`config.mk`:
```
export PLATFORM = sky130hd
export DESIGN_NAME = source_token_scanner
export DESIGN_NICKNAME = d
export VERILOG_FILES = /design/src/sts_pkg.sv /design/src/source_token_scanner.sv /design/src/sts_front.sv /design/src/sts_fifo.sv /design/src/sts_back.sv
export SDC_FILE = /design/constraint.sdc
export NUM_CORES = 2
export LEC_CHECK = 0
export CORE_UTILIZATION = 40
export DETAILED_ROUTE_END_ITERATION = 12
export DONT_BUFFER_PORTS = 1
export GPL_TIMING_DRIVEN = 0
export PLACE_DENSITY = 0.57
export SYNTH_ARGS = -nofsm -noshare
export SYNTH_HDL_FRONTEND = slang
export SYNTH_SLANG_ARGS = --single-unit
```
`constraint.sdc`:
```
create_clock -name i_clk -period 13.75 [get_ports i_clk]
set_clock_uncertainty 0.15 [all_clocks]
set_input_delay 2.0625 -clock i_clk [delete_from_list [all_inputs] [get_ports i_clk]]
set_output_delay 2.0625 -clock i_clk [all_outputs]
set_load 0.03 [all_outputs]
```
`src/sts_pkg.sv`:
```
// Shared types, codes and classification functions for the source token scanner.
package sts_pkg;

    // Scanner modes.
    localparam logic [3:0] M_IDLE      = 4'd0;
    localparam logic [3:0] M_HELD      = 4'd1;
    localparam logic [3:0] M_SLASH     = 4'd2;
    localparam logic [3:0] M_LINECMT   = 4'd3;
    localparam logic [3:0] M_BLOCK     = 4'd4;
    localparam logic [3:0] M_BLOCKSTAR = 4'd5;
    localparam logic [3:0] M_STRING    = 4'd6;
    localparam logic [3:0] M_NUMBER    = 4'd7;
    localparam logic [3:0] M_NUMDOT    = 4'd8;
    localparam logic [3:0] M_FRACTION  = 4'd9;
    localparam logic [3:0] M_WORD      = 4'd10;

    // Token codes that the logic names directly.
    localparam logic [5:0] T_NONE   = 6'd0;
    localparam logic [5:0] T_DOT    = 6'd7;
    localparam logic [5:0] T_SLASH  = 6'd12;
    localparam logic [5:0] T_AND    = 6'd14;
    localparam logic [5:0] T_OR     = 6'd15;
    localparam logic [5:0] T_DOLLAR = 6'd16;
    localparam logic [5:0] T_IDENT  = 6'd29;
    localparam logic [5:0] T_NUMBER = 6'd30;
    localparam logic [5:0] T_STRING = 6'd31;
    localparam logic [5:0] T_KW0    = 6'd32;
    localparam logic [5:0] T_END    = 6'd46;

    // Error codes.
    localparam logic [1:0] E_NONE    = 2'd0;
    localparam logic [1:0] E_CHAR    = 2'd1;
    localparam logic [1:0] E_STRING  = 2'd2;
    localparam logic [1:0] E_COMMENT = 2'd3;

    // Input kinds.
    localparam logic K_BYTE = 1'b0;
    localparam logic K_END  = 1'b1;

    // Result queue address width (depth is 1 << Q_AW).
    localparam int Q_AW = 2;

    // Keyword table: packed text, length and count.
    localparam int KW_N = 14;
    localparam logic [47:0] KW_TEXT [KW_N] = '{
        48'h646f, 48'h6966, 48'h656c73656966, 48'h656c7365, 48'h666f72,
        48'h7768696c65, 48'h756e74696c, 48'h676f746f, 48'h6c6f63616c,
        48'h72657475726e, 48'h74686973, 48'h74727565, 48'h66616c7365,
        48'h6e696c};
    localparam logic [2:0] KW_LEN [KW_N] = '{
        3'd2, 3'd2, 3'd6, 3'd4, 3'd3, 3'd5, 3'd5, 3'd4, 3'd5, 3'd6,
        3'd4, 3'd4, 3'd5, 3'd3};

    // One result item.
    typedef struct packed {
        logic [5:0]  typ;
        logic [1:0]  err;
        logic [7:0]  bad;
        logic [23:0] spos;
        logic [23:0] epos;
    } t_res;

    // All results caused by one input beat; they share one line number.
    typedef struct packed {
        logic [1:0]      cnt;
        logic [23:0]     line;
        t_res [2:0]      res;
    } t_bundle;

    function automatic logic is_digit(input logic [7:0] c);
        return (c >= "0") && (c <= "9");
    endfunction

    function automatic logic is_alpha(input logic [7:0] c);
        return ((c >= "a") && (c <= "z")) || ((c >= "A") && (c <= "Z")) || (c == "_");
    endfunction

    // Single-byte punctuators: bit 6 set when the byte is one.
    function automatic logic [6:0] single_code(input logic [7:0] c);
        logic [6:0] r;
        r = 7'd0;
        case (c) inside
            "(": r = {1'b1, 6'd0};
            ")": r = {1'b1, 6'd1};
            "[": r = {1'b1, 6'd2};
            "]": r = {1'b1, 6'd3};
            "{": r = {1'b1, 6'd4};
            "}": r = {1'b1, 6'd5};
            ",": r = {1'b1, 6'd6};
            ".": r = {1'b1, T_DOT};
            ";": r = {1'b1, 6'd8};
            "?", "&": r = {1'b1, T_AND};
            ":", "|": r = {1'b1, T_OR};
            "$": r = {1'b1, T_DOLLAR};
            default: r = 7'd0;
        endcase
        return r;
    endfunction

    // Operators with an optional '=' partner.
    function automatic logic [5:0] held_code(input logic [7:0] op, input logic paired);
        logic [5:0] r;
        case (op)
            "+": r = paired ? 6'd19 : 6'd9;
            "-": r = paired ? 6'd20 : 6'd10;
            "*": r = paired ? 6'd21 : 6'd11;
            "!": r = paired ? 6'd24 : 6'd13;
            "=": r = paired ? 6'd23 : 6'd17;
            "<": r = paired ? 6'd28 : 6'd27;
            default: r = paired ? 6'd26 : 6'd25;
        endcase
        return r;
    endfunction

    // Keyword lookup over the kept word bytes.
    function automatic logic [5:0] word_code(input logic [47:0] w, input logic [2:0] len);
        logic [5:0] r;
        r = T_IDENT;
        for (int k = 0; k < KW_N; k++) begin
            if (len == KW_LEN[k] && w == KW_TEXT[k]) begin
                r = T_KW0 + 6'(k);
            end
        end
        return r;
    endfunction

endpackage

```
`src/source_token_scanner.sv`:
```
// Top level of the source token scanner: scanner, result queue and output stage.
//
// Usage: source bytes enter through a queue-style port: drive i_kind/i_char_byte
// and raise push; a beat is taken at a clock edge where push is high and full is
// low. i_kind = 1 marks end of input, flushes any pending token, emits the
// end-of-input token and restarts offsets and line count for a new source.
// Tokens leave through a second queue-style port: while empty is low the oldest
// token is on the o_ ports; pop takes it. o_last_result flags the final token
// caused by one input beat.
// Throughput: one byte per cycle while the result queue has room. A beat that
// produces n tokens (up to three) occupies the output stage until all n are
// popped, so a burst of multi-token beats fills the four-entry bundle queue and
// then full rises until the output drains.
// A token produced by a beat reaches the o_ ports through the queue (written at
// the accepting edge) and then the output register, which loads once it is
// empty or its last result is popped.
// When the receiver stalls, the queue absorbs up to four more producing beats;
// beats that produce nothing (spaces, comment text) are still taken until it is full.
// Reset (synchronous, active low) returns to idle, offset 0, line 1, and
// empties the queue.
module source_token_scanner #(
    parameter int POS_BITS = 24
) (
    input  logic        i_clk,
    input  logic        i_rst_n,
    input  logic        push,
    output logic        full,
    input  logic        i_kind,
    input  logic [7:0]  i_char_byte,
    output logic        empty,
    input  logic        pop,
    output logic [5:0]  o_token_type,
    output logic [1:0]  o_error_code,
    output logic [7:0]  o_bad_char,
    output logic [23:0] o_start_pos,
    output logic [23:0] o_end_pos,
    output logic [23:0] o_line_number,
    output logic        o_last_result
);

    logic               q_push, q_pop, q_full, q_valid;
    sts_pkg::t_bundle   q_wdata, q_rdata;

    assign full = q_full;

    sts_front #(.POS_BITS(POS_BITS)) u_front (
        .i_clk       (i_clk),
        .i_rst_n     (i_rst_n),
        .i_push      (push),
        .i_kind      (i_kind),
        .i_char_byte (i_char_byte),
        .i_q_full    (q_full),
        .o_q_push    (q_push),
        .o_q_data    (q_wdata)
    );

    sts_fifo u_fifo (
        .i_clk   (i_clk),
        .i_rst_n (i_rst_n),
        .i_push  (q_push),
        .i_data  (q_wdata),
        .i_pop   (q_pop),
        .o_full  (q_full),
        .o_valid (q_valid),
        .o_data  (q_rdata)
    );

    sts_back u_back (
        .i_clk         (i_clk),
        .i_rst_n       (i_rst_n),
        .i_q_valid     (q_valid),
        .i_q_data      (q_rdata),
        .o_q_pop       (q_pop),
        .i_pop         (pop),
        .o_empty       (empty),
        .o_token_type  (o_token_type),
        .o_error_code  (o_error_code),
        .o_bad_char    (o_bad_char),
        .o_start_pos   (o_start_pos),
        .o_end_pos     (o_end_pos),
        .o_line_number (o_line_number),
        .o_last_result (o_last_result)
    );

    // A token code stays inside the defined range.
    a_type_range: assert property (@(posedge i_clk) disable iff (!i_rst_n)
        !empty |-> (o_token_type <= sts_pkg::T_END))
        else $error("token type out of range");

    // An error result carries no token type.
    a_err_type: assert property (@(posedge i_clk) disable iff (!i_rst_n)
        (!empty && o_error_code != sts_pkg::E_NONE) |-> (o_token_type == sts_pkg::T_NONE))
        else $error("error result with token type");

    // End of input is always the final result of its beat.
    a_end_last: assert property (@(posedge i_clk) disable iff (!i_rst_n)
        (!empty && o_token_type == sts_pkg::T_END) |-> o_last_result)
        else $error("end-of-input not marked last");

    // The queue never accepts a bundle while it is full.
    a_no_overrun: assert property (@(posedge i_clk) disable iff (!i_rst_n)
        q_full |-> !q_push)
        else $error("result queue overrun");

endmodule

```
`src/sts_front.sv`:
```
// Scanner front end: takes one byte beat, updates the scan state and forms the result bundle.
module sts_front #(
    parameter int POS_BITS = 24
) (
    input  logic               i_clk,
    input  logic               i_rst_n,
    input  logic               i_push,
    input  logic               i_kind,
    input  logic [7:0]         i_char_byte,
    input  logic               i_q_full,
    output logic               o_q_push,
    output sts_pkg::t_bundle   o_q_data
);

    logic [3:0]          r_mode, n_mode;
    logic [7:0]          r_held, n_held;
    logic [POS_BITS-1:0] r_tstart, n_tstart;
    logic [POS_BITS-1:0] r_pos, n_pos;
    logic [23:0]         r_line, n_line;
    logic [47:0]         r_word, n_word;
    logic [2:0]          r_wlen, n_wlen;

    logic                accept;
    logic [POS_BITS-1:0] p_inc, p_dec, t_inc;
    logic [23:0]         line_inc;

    // Outcome of scanning the byte from the idle mode.
    logic [3:0]          id_mode;
    logic                id_emit, id_start, id_nl, id_word;
    logic [5:0]          id_type;
    logic [1:0]          id_err;
    logic [7:0]          id_bad;

    sts_pkg::t_bundle    bund;

    function automatic sts_pkg::t_res mk(input logic [5:0] t, input logic [1:0] er,
                                         input logic [7:0] b,
                                         input logic [POS_BITS-1:0] s,
                                         input logic [POS_BITS-1:0] e);
        sts_pkg::t_res r;
        r.typ  = t;
        r.err  = er;
        r.bad  = b;
        r.spos = 24'(s);
        r.epos = 24'(e);
        return r;
    endfunction

    assign accept   = i_push && !i_q_full;
    assign p_inc    = (r_pos == '1) ? r_pos : r_pos + 1'b1;
    assign p_dec    = (r_pos == '0) ? r_pos : r_pos - 1'b1;
    assign t_inc    = (r_tstart == '1) ? r_tstart : r_tstart + 1'b1;
    assign line_inc = (r_line == '1) ? r_line : r_line + 24'd1;

    // Classify the byte as the idle mode would.
    always_comb begin
        logic [6:0] sc;
        sc       = sts_pkg::single_code(i_char_byte);
        id_mode  = sts_pkg::M_IDLE;
        id_emit  = 1'b0;
        id_start = 1'b0;
        id_nl    = 1'b0;
        id_word  = 1'b0;
        id_type  = sc[5:0];
        id_err   = sts_pkg::E_NONE;
        id_bad   = 8'd0;
        if (sc[6]) begin
            id_emit = 1'b1;
        end else begin
            case (i_char_byte) inside
                "+", "-", "*", "!", "=", "<", ">": begin
                    id_mode  = sts_pkg::M_HELD;
                    id_start = 1'b1;
                end
                "/": begin
                    id_mode  = sts_pkg::M_SLASH;
                    id_start = 1'b1;
                end
                8'h20, 8'h0D, 8'h09: ;
                8'h0A: id_nl = 1'b1;
                8'h22: begin
                    id_mode  = sts_pkg::M_STRING;
                    id_start = 1'b1;
                end
                default: begin
                    if (sts_pkg::is_digit(i_char_byte)) begin
                        id_mode  = sts_pkg::M_NUMBER;
                        id_start = 1'b1;
                    end else if (sts_pkg::is_alpha(i_char_byte)) begin
                        id_mode  = sts_pkg::M_WORD;
                        id_start = 1'b1;
                        id_word  = 1'b1;
                    end else begin
                        id_emit = 1'b1;
                        id_type = sts_pkg::T_NONE;
                        id_err  = sts_pkg::E_CHAR;
                        id_bad  = i_char_byte;
                    end
                end
            endcase
        end
    end

    // Main scan step: next state and the results of this beat.
    always_comb begin
        logic [1:0] cnt;
        logic       run_idle;
        logic       nl;
        logic [7:0] c;
        c        = i_char_byte;
        cnt      = 2'd0;
        run_idle = 1'b0;
        nl       = 1'b0;
        bund     = '0;
        n_mode   = sts_pkg::M_IDLE;
        n_held   = r_held;
        n_tstart = r_tstart;
        n_pos    = p_inc;
        n_line   = r_line;
        n_word   = r_word;
        n_wlen   = r_wlen;

        if (i_kind == sts_pkg::K_END) begin
            // Flush whatever is pending, then mark the end of input.
            unique case (r_mode) inside
                sts_pkg::M_HELD: begin
                    bund.res[cnt] = mk(sts_pkg::held_code(r_held, 1'b0), sts_pkg::E_NONE,
                                       8'd0, r_tstart, t_inc);
                    cnt = cnt + 2'd1;
                end
                sts_pkg::M_SLASH: begin
                    bund.res[cnt] = mk(sts_pkg::T_SLASH, sts_pkg::E_NONE, 8'd0, r_tstart, t_inc);
                    cnt = cnt + 2'd1;
                end
                sts_pkg::M_BLOCK, sts_pkg::M_BLOCKSTAR: begin
                    bund.res[cnt] = mk(sts_pkg::T_NONE, sts_pkg::E_COMMENT, 8'd0, r_tstart, r_pos);
                    cnt = cnt + 2'd1;
                end
                sts_pkg::M_STRING: begin
                    bund.res[cnt] = mk(sts_pkg::T_NONE, sts_pkg::E_STRING, 8'd0, r_tstart, r_pos);
                    cnt = cnt + 2'd1;
                end
                sts_pkg::M_NUMBER, sts_pkg::M_FRACTION: begin
                    bund.res[cnt] = mk(sts_pkg::T_NUMBER, sts_pkg::E_NONE, 8'd0, r_tstart, r_pos);
                    cnt = cnt + 2'd1;
                end
                sts_pkg::M_NUMDOT: begin
                    bund.res[cnt] = mk(sts_pkg::T_NUMBER, sts_pkg::E_NONE, 8'd0, r_tstart, p_dec);
                    cnt = cnt + 2'd1;
                    bund.res[cnt] = mk(sts_pkg::T_DOT, sts_pkg::E_NONE, 8'd0, p_dec, r_pos);
                    cnt = cnt + 2'd1;
                end
                sts_pkg::M_WORD: begin
                    bund.res[cnt] = mk(sts_pkg::word_code(r_word, r_wlen), sts_pkg::E_NONE,
                                       8'd0, r_tstart, r_pos);
                    cnt = cnt + 2'd1;
                end
                default: ;
            endcase
            bund.res[cnt] = mk(sts_pkg::T_END, sts_pkg::E_NONE, 8'd0, r_pos, r_pos);
            cnt      = cnt + 2'd1;
            n_held   = 8'd0;
            n_tstart = '0;
            n_pos    = '0;
            n_line   = 24'd1;
            n_word   = 48'd0;
            n_wlen   = 3'd0;
        end else begin
            unique case (r_mode) inside
                sts_pkg::M_HELD: begin
                    if (c == "=") begin
                        bund.res[cnt] = mk(sts_pkg::held_code(r_held, 1'b1), sts_pkg::E_NONE,
                                           8'd0, r_tstart, p_inc);
                        cnt = cnt + 2'd1;
                    end else begin
                        bund.res[cnt] = mk(sts_pkg::held_code(r_held, 1'b0), sts_pkg::E_NONE,
                                           8'd0, r_tstart, t_inc);
                        cnt = cnt + 2'd1;
                        run_idle = 1'b1;
                    end
                end
                sts_pkg::M_SLASH: begin
                    if (c == "/") begin
                        n_mode = sts_pkg::M_LINECMT;
                    end else if (c == "*") begin
                        n_mode = sts_pkg::M_BLOCK;
                    end else begin
                        bund.res[cnt] = mk(sts_pkg::T_SLASH, sts_pkg::E_NONE, 8'd0,
                                           r_tstart, t_inc);
                        cnt = cnt + 2'd1;
                        run_idle = 1'b1;
                    end
                end
                sts_pkg::M_LINECMT: begin
                    if (c == 8'h0A) nl = 1'b1;
                    else n_mode = sts_pkg::M_LINECMT;
                end
                sts_pkg::M_BLOCK, sts_pkg::M_BLOCKSTAR: begin
                    if (!(r_mode == sts_pkg::M_BLOCKSTAR && c == "/")) begin
                        nl     = (c == 8'h0A);
                        n_mode = (c == "*") ? sts_pkg::M_BLOCKSTAR : sts_pkg::M_BLOCK;
                    end
                end
                sts_pkg::M_STRING: begin
                    if (c == 8'h22) begin
                        bund.res[cnt] = mk(sts_pkg::T_STRING, sts_pkg::E_NONE, 8'd0,
                                           r_tstart, p_inc);
                        cnt = cnt + 2'd1;
                    end else begin
                        nl     = (c == 8'h0A);
                        n_mode = sts_pkg::M_STRING;
                    end
                end
                sts_pkg::M_NUMBER, sts_pkg::M_FRACTION: begin
                    if (sts_pkg::is_digit(c)) begin
                        n_mode = r_mode;
                    end else if (c == "." && r_mode == sts_pkg::M_NUMBER) begin
                        n_mode = sts_pkg::M_NUMDOT;
                    end else begin
                        bund.res[cnt] = mk(sts_pkg::T_NUMBER, sts_pkg::E_NONE, 8'd0,
                                           r_tstart, r_pos);
                        cnt = cnt + 2'd1;
                        run_idle = 1'b1;
                    end
                end
                sts_pkg::M_NUMDOT: begin
                    if (sts_pkg::is_digit(c)) begin
                        n_mode = sts_pkg::M_FRACTION;
                    end else begin
                        bund.res[cnt] = mk(sts_pkg::T_NUMBER, sts_pkg::E_NONE, 8'd0,
                                           r_tstart, p_dec);
                        cnt = cnt + 2'd1;
                        bund.res[cnt] = mk(sts_pkg::T_DOT, sts_pkg::E_NONE, 8'd0, p_dec, r_pos);
                        cnt = cnt + 2'd1;
                        run_idle = 1'b1;
                    end
                end
                sts_pkg::M_WORD: begin
                    if (sts_pkg::is_alpha(c) || sts_pkg::is_digit(c)) begin
                        n_mode = sts_pkg::M_WORD;
                        if (r_wlen < 3'd6) begin
                            n_word = {r_word[39:0], c};
                            n_wlen = r_wlen + 3'd1;
                        end else begin
                            n_wlen = 3'd7;
                        end
                    end else begin
                        bund.res[cnt] = mk(sts_pkg::word_code(r_word, r_wlen), sts_pkg::E_NONE,
                                           8'd0, r_tstart, r_pos);
                        cnt = cnt + 2'd1;
                        n_word   = 48'd0;
                        n_wlen   = 3'd0;
                        run_idle = 1'b1;
                    end
                end
                default: run_idle = 1'b1;
            endcase

            // The byte that ended a token is scanned again from idle.
            if (run_idle) begin
                n_mode = id_mode;
                nl     = id_nl;
                if (id_emit) begin
                    bund.res[cnt] = mk(id_type, id_err, id_bad, r_pos, p_inc);
                    cnt = cnt + 2'd1;
                end
                if (id_start) n_tstart = r_pos;
                if (id_mode == sts_pkg::M_HELD) n_held = c;
                if (id_word) begin
                    n_word = {40'd0, c};
                    n_wlen = 3'd1;
                end
            end
            if (nl) n_line = line_inc;
        end
        bund.cnt  = cnt;
        bund.line = r_line;
    end

    assign o_q_push = accept && (bund.cnt != 2'd0);
    assign o_q_data = bund;

    // Scan state registers.
    always_ff @(posedge i_clk) begin
        if (!i_rst_n) begin
            r_mode   <= sts_pkg::M_IDLE;
            r_held   <= 8'd0;
            r_tstart <= '0;
            r_pos    <= '0;
            r_line   <= 24'd1;
            r_word   <= 48'd0;
            r_wlen   <= 3'd0;
        end else if (accept) begin
            r_mode   <= n_mode;
            r_held   <= n_held;
            r_tstart <= n_tstart;
            r_pos    <= n_pos;
            r_line   <= n_line;
            r_word   <= n_word;
            r_wlen   <= n_wlen;
        end
    end

endmodule

```
`src/sts_fifo.sv`:
```
// Short queue of result bundles between the scanner and the output stage.
module sts_fifo (
    input  logic               i_clk,
    input  logic               i_rst_n,
    input  logic               i_push,
    input  sts_pkg::t_bundle   i_data,
    input  logic               i_pop,
    output logic               o_full,
    output logic               o_valid,
    output sts_pkg::t_bundle   o_data
);

    localparam int DEPTH = 1 << sts_pkg::Q_AW;

    sts_pkg::t_bundle        r_mem [DEPTH];
    logic [sts_pkg::Q_AW:0]  r_wp;
    logic [sts_pkg::Q_AW:0]  r_rp;

    assign o_valid = (r_wp != r_rp);
    assign o_full  = (r_wp[sts_pkg::Q_AW] != r_rp[sts_pkg::Q_AW]) &&
                     (r_wp[sts_pkg::Q_AW-1:0] == r_rp[sts_pkg::Q_AW-1:0]);
    assign o_data  = r_mem[r_rp[sts_pkg::Q_AW-1:0]];

    // Storage is written on push only.
    always_ff @(posedge i_clk) begin
        if (i_push) begin
            r_mem[r_wp[sts_pkg::Q_AW-1:0]] <= i_data;
        end
    end

    // Pointers.
    always_ff @(posedge i_clk) begin
        if (!i_rst_n) begin
            r_wp <= '0;
            r_rp <= '0;
        end else begin
            if (i_push) r_wp <= r_wp + 1'b1;
            if (i_pop) r_rp <= r_rp + 1'b1;
        end
    end

endmodule

```
`src/sts_back.sv`:
```
// Output stage: holds one bundle and hands its results out one beat at a time.
module sts_back (
    input  logic               i_clk,
    input  logic               i_rst_n,
    input  logic               i_q_valid,
    input  sts_pkg::t_bundle   i_q_data,
    output logic               o_q_pop,
    input  logic               i_pop,
    output logic               o_empty,
    output logic [5:0]         o_token_type,
    output logic [1:0]         o_error_code,
    output logic [7:0]         o_bad_char,
    output logic [23:0]        o_start_pos,
    output logic [23:0]        o_end_pos,
    output logic [23:0]        o_line_number,
    output logic               o_last_result
);

    logic               r_valid;
    logic [1:0]         r_idx;
    sts_pkg::t_bundle   r_bund;
    sts_pkg::t_res      cur;
    logic               last;
    logic               adv;
    logic               load;

    assign cur  = r_bund.res[r_idx];
    assign last = (2'(r_idx + 2'd1) == r_bund.cnt);
    assign adv  = i_pop && r_valid && last;
    assign load = i_q_valid && (!r_valid || adv);

    assign o_q_pop       = load;
    assign o_empty       = !r_valid;
    assign o_token_type  = cur.typ;
    assign o_error_code  = cur.err;
    assign o_bad_char    = cur.bad;
    assign o_start_pos   = cur.spos;
    assign o_end_pos     = cur.epos;
    assign o_line_number = r_bund.line;
    assign o_last_result = last;

    // Bundle payload.
    always_ff @(posedge i_clk) begin
        if (load) r_bund <= i_q_data;
    end

    // Holding flag and result index.
    always_ff @(posedge i_clk) begin
        if (!i_rst_n) begin
            r_valid <= 1'b0;
            r_idx   <= 2'd0;
        end else if (load) begin
            r_valid <= 1'b1;
            r_idx   <= 2'd0;
        end else if (adv) begin
            r_valid <= 1'b0;
        end else if (i_pop && r_valid) begin
            r_idx <= r_idx + 2'd1;
        end
    end

endmodule
```
**Word-level counts from Yosys, hierarchy flattened**

Memories as Yosys holds them, arrays and structs flattened. A register that Yosys moved wholly into a read port is not among the register bits.
Cells that the tools add are included.

- Shift operators: 0
- Multipliers: 0
- Reductions and logical operators: 54
- $lt $le $gt $ge: 12
- Muxes and demuxes: 185
- Eq/ne operators: 73
- Divide/modulo/power cells: 0
- Bitwise operators: 2
- $add $sub $neg: 10

Operators with widths:

| operator | count |
|---|---|
| 2-to-1 mux 64 bit | 10 |
| 2-to-1 mux 192 bit | 3 |
| one-hot mux 64 bit (7 select lines) | 1 |
| bitwise mux 192 bit | 2 |
| one-hot mux 64 bit (6 select lines) | 1 |
| 2-to-1 mux 48 bit | 6 |
| demux 64 bit (select 2 bit) | 2 |
| 2-to-1 mux 24 bit | 10 |
| == test 8 x 6 -> 1 bit (second input constant) | 25 |
| == test 48 x 31 -> 1 bit (second input constant) | 4 |
| == test 48 x 39 -> 1 bit (second input constant) | 4 |
| 2-to-1 mux 63 bit | 3 |
| 2-to-1 mux 6 bit | 22 |
| binary-select mux 64 bit (select 2 bit) | 1 |
| 2-to-1 mux 125 bit | 1 |
| 2-to-1 mux 61 bit | 2 |
| == test 48 x 15 -> 1 bit (second input constant) | 2 |
| == test 48 x 23 -> 1 bit (second input constant) | 2 |
| == test 48 x 47 -> 1 bit (second input constant) | 2 |
| 2-to-1 mux 8 bit | 11 |
| 2-to-1 mux 7 bit | 12 |
| adder 24 x 1 -> 24 bit (second input constant) | 3 |
| == test 24 bit (second input constant) | 3 |
| 2-to-1 mux 4 bit | 16 |
| other kinds (47) | 188 |

- Output and inout port bits: 91
- Bits in latches: 0
- ROM bits: 0
- Bits in writable memories: 872
- Input port bits: 13
- Memories: 1
- Logic and storage cells: 348
- Register bits after elaboration: 144

Memories:

| name | depth | bits a word | rd ports | clocked after Yosys merged registers in | wr ports | RTL line | text |
|---|---|---|---|---|---|---|---|
| u_fifo.r_mem | 4 | 218 | 1 | 1 | 1 | sts_fifo.sv:15 | `sts_pkg::t_bundle r_mem [DEPTH];` |

**Logic depth before layout (Yosys ltp)**

- Depth after elaboration: 25
- Depth in mapped cells: 15
- Depth with buffers taken out: 11

**Cells and area by module**

From an unflattened synthesis, not the netlist that was laid out.

- Cells, all modules: 3,638
- Area total of the unflattened synthesis: 53,822.9 µm²

Modules (own cells, without submodules):

| module | cells an instance | area each (µm²) | sequential area each (µm²) | times used |
|---|---|---|---|---|
| sts_fifo | 1,179 | 31,776.7 | 26,345.3 | 1 |
| sts_front | 1,977 | 13,790.7 | 2,702.6 | 1 |
| sts_back | 482 | 8,255.4 | 6,606.3 | 1 |

**Least setup slack after synthesis**

OpenSTA, ideal clock, no wires.

- Path kind: input to register
- From: in pop
- To: reg u_fifo.r_rp[2] in the netlist's numbering
- Data required time: 13.485 ns
- Library setup time: 0.115 ns
- Path buffers: 0
- Arrival: 13.835 ns
- Stages: 5
- Setup slack: -0.350 ns
- Cell sequence: nand2_1 -> a21oi_1 -> nand2_1 -> xnor2_1 -> and2_1

- Longest elaborated chain between the ends: 4

RTL lines:

| element | RTL line | text |
|---|---|---|
| start, declared | source_token_scanner.sv:31 | `input logic pop,` |
| logical AND 1 bit (2 in a row) | sts_back.sv:29 | `assign adv = i_pop && r_valid && last;` |
| logical OR 1 bit | sts_back.sv:30 | `assign load = i_q_valid && (!r_valid \|\| adv);` |
| logical AND 1 bit | sts_back.sv:30 |  |
| via q_pop | source_token_scanner.sv:41 | `logic q_push, q_pop, q_full, q_valid;` |
| end signal, assigned | sts_fifo.sv:38 | `if (i_pop) r_rp <= r_rp + 1'b1;` |
| end, declared | sts_fifo.sv:17 | `logic [sts_pkg::Q_AW:0] r_rp;` |

The timed path passes the listed nets, and every way through them passes these cells.
A chain may end at the register's enable or synchronous reset.

==> impl_results.md <==
* Mapped Area at 0.05262 mm^2
* Pleak at 17.92 nW
* P_int at 0.007252 W
* Most used DFF post-synth: edfxtp_1
* Number of synthesized flops with an enable pin at 1080
* Vias in the first global route at 31683
* Most frequent cells in the layout: edfxtp_1 (1080), nand2_1 (293), mux4_2 (216)
* Worst EP required at 14010 ps
* Peak supply drop at 0.1230 mV
* Comb pwr share at 19.5%
* Max-capacitance violation count at 1
* Syn Inst Count at 3521
* RSZ-0062 raised after global routing: false
* Post_cts resized at 0
* Routability Congestion at 0.9942
* Worst-path clk slew at 60 ps
* Clock latency at the later pin of the worst-skew pair at 790 ps
* CTS Buf Count at 130
* DP Wirelength at 112500 um
* Core box area at 0.1300 mm^2
* Rows at 132
* Max H-tree Level at 4
* CP Launch Type: input pin
* Final period util at 53.22%
* Headroom to the max-slew limit at -0.01310%
* Synth cell types at 96
* Clock network power share at 33.4%
* CP arrival at 7580 ps
* Critical setup path kind: in2reg
* Overflow after GRT at 0
* DR pass1 iterations at 8
* Die footprint at 0.1330 mm^2
* Post-route insts no fill at 5521
* Dpl ws at 5956 ps
* Final core occ at 45.89%
* Total wire length at 160700 um
* Failing checks: capacitance limit, slew limit
* Final Max Slew Viols at 10
* Final hold violation count at 0
* Slew of the pin with the lowest slew margin at 1500 ps
* Nets at 3717
* Max clock buf depth at 3
* CP Capture Type: flip-flop
* Die H at 364.7 um
* Switching Share at 28.51%
* Vias/cell at 5.869
* Setup Fix Bufs, Post-CTS at 0
* DRT antenna net count at 0
* Largest net degree at the start of global routing at 56
* Post-synthesis register bit count at 1224
* Outcome: finished, violations left
* Sw Pwr at 0.002892 W
* F_max at 0.1367 GHz
* CTS tree: yes
* CP max-delay cell: nor3_1
* Initial core utilization at 40.48%
* Via count at 32405
* Port Buf Inserts at 0
* Drt drc at 0
* CP max FO at 11
* Clock sinks at 1224
* Most common library cell in the layout ignoring fill and taps: edfxtp_1
* Syn Area/Cell at 14.94 um^2
* Synth Net Count at 3556
* Setup slack, reg-to-reg at 7200 ps
* First-pass GRT wire length at 229900 um
* CP cell instances: nor4bb_1 -> nand2_1 -> nand2_1 -> clkbuf_1 -> clkbuf_1 -> ha_1 -> inv_1 -> nor3_1 -> nor2_1 -> o21ai_0
* Area delta synth->final at 13.35%
* Initial antenna violation count at 9
* Sequential area share after synthesis at 67.11%
* Post-synth ARST share at 0%
* Global Route Usage Sum at 24.24%
* PwrDens at 170.1 mW/mm^2
* WL per Instance at 29.11 um
* DP Cell Count at 5292
* Flop pwr share at 47.1%
* Hold_buf cts at 0
* Final worst slack at 6433 ps
* Yosys warns at 0
* Final min period at 7317 ps
* Io pins at 104
* Max stage delay on crit path at 1180 ps
* Starting DRT DRC Count at 3297
* Worst Hold Class: reg2reg
* Endpoints failing setup at 0
* Die W at 364.7 um
* Root Driver: clkbuf_16
* Layout cells sized above 1 at 13.87%
power by group through the flow:
stage          sequential, W  combinational, W  clock, W
6_report             0.00478           0.00198   0.00339
5_1_grt              0.00482           0.00210   0.00360
4_1_cts              0.00478           0.00203   0.00347
3_5_place_dp         0.00485           0.00202         0
3_3_place_gp         0.00506           0.00187         0
2_1_floorplan        0.00492           0.00133         0
sequential cells by signal (all words and copies together) (netlist names), 3 cells and up:
| signal | flops |
|---|---|
| u_back.o_line_number | 24 |
| u_back.r_bund | 192 |
| u_fifo.r_mem | 864 |
| u_fifo.r_rp | 3 |
| u_fifo.r_wp | 3 |
| u_front.r_held | 8 |
| u_front.r_line | 24 |
| u_front.r_mode | 4 |
| u_front.r_pos | 24 |
| u_front.r_tstart | 24 |
| u_front.r_wlen | 3 |
| u_front.r_word | 48 |
cell usage after synthesis, types with 10 or more instances:
cell / instances / area share (%)
a21boi_0: 38 / 0.54
a21o_1: 11 / 0.16
a21oi_1: 79 / 0.75
a221oi_1: 11 / 0.18
a22o_1: 90 / 1.5
a22oi_1: 13 / 0.19
a31oi_1: 26 / 0.31
and2_1: 63 / 0.75
and3_1: 28 / 0.33
and4_1: 14 / 0.23
buf_1: 43 / 0.31
buf_2: 17 / 0.16
buf_4: 26 / 0.37
buf_6: 11 / 0.24
clkbuf_1: 171 / 1.2
dfxtp_1: 144 / 5.5
edfxtp_1: 1080 / 62
ha_1: 22 / 0.52
inv_1: 29 / 0.21
mux2i_1: 73 / 1.4
mux4_2: 216 / 9.2
nand2_1: 293 / 2.1
nand2b_1: 16 / 0.19
nand3_1: 57 / 0.54
nand3b_1: 24 / 0.34
nand4_1: 30 / 0.36
nand4b_1: 17 / 0.28
nor2_1: 158 / 1.1
nor2b_1: 56 / 0.67
nor3_1: 74 / 0.70
nor3b_1: 14 / 0.20
nor4_1: 33 / 0.39
o2111ai_1: 10 / 0.17
o211ai_1: 24 / 0.34
o21a_1: 11 / 0.16
o21ai_0: 211 / 2.0
o21ai_1: 10 / 0.095
o22ai_1: 12 / 0.14
o31ai_1: 14 / 0.20
or3_1: 23 / 0.27
xnor2_1: 55 / 0.92
xor2_1: 22 / 0.37
kinds of logic (layout without fill, tap and decap cells):
| logic type | count (synthesis) | count (layout) | synth area share [%] |
|---|---|---|---|
| DFF | 1224 | 1224 | 67.11 |
| and+or+nand+nor | 960 | 960 | 9.547 |
| AOI/OAI and AO/OA | 648 | 648 | 8.354 |
| buffers and inverters | 300 | 557 | 2.525 |
| muxes | 290 | 290 | 10.66 |
| xor gates and xnor gates | 77 | 77 | 1.282 |
| adders and majority gates | 22 | 22 | 0.5231 |
| other | 0 | 1 | 0 |
critical path, delay by kind of cell:
kind / cells / cell delay, ps
buffers and inverters: 3 / 1460
AND/OR/NAND/NOR: 5 / 2780
AO/OA/AOI/OAI: 1 / 970
adder cells (fa/ha/maj): 1 / 300
routing by layer:
metal / share of wire [%] / track usage (%) / up-vias
li1: - / - / 14153
met1: 42 / 32.56 / 16796
met2: 47 / 38.31 / 1170
met3: 6.5 / 4.949 / 282
met4: 4.1 / 10.22 / 4
met5: 0.017 / 0 / -
path summary, 6_finish.rpt:
kind / start / depth (start not counted) / end
max: i_char_byte[4] / 10 / u_fifo.r_mem[0][89]
min: u_front.r_held[5] / 2 / u_front.r_held[5]
max reg2reg: u_front.r_mode[1] / 12 / u_fifo.r_mem[0][89]
min reg2reg: u_front.r_held[5] / 2 / u_front.r_held[5]
layout make-up:
class | count | area [um^2]
diodes | 1 | 2.502
flip-flops and latches | 1224 | 35310
clock buffers | 167 | 3476
repair buffers | 29 | 708.2
plain buffers | 269 | 1215
fillers | 11539 | 70340
well taps | 1742 | 2180
multi-input cells | 1997 | 16020
clock inverters | 61 | 610.6
inverters | 31 | 116.4
stage by stage:
stage | TNS [ps] | total power [W] | instance area (um^2) | hold slack, ps
2_1_floorplan | 0 | 0.006250 | 52620 | 281.1
3_3_place_gp | -2068660 | 0.006939 | 54800 | 299.5
3_5_place_dp | 0 | 0.006876 | 55550 | 313.7
4_1_cts | 0 | 0.01027 | 59630 | 328.2
5_1_grt | 0 | 0.01052 | 59640 | 348.8
6_report | 0 | 0.01014 | 59640 | 330.5
Note: power is estimated with default switching activity, not from simulation.
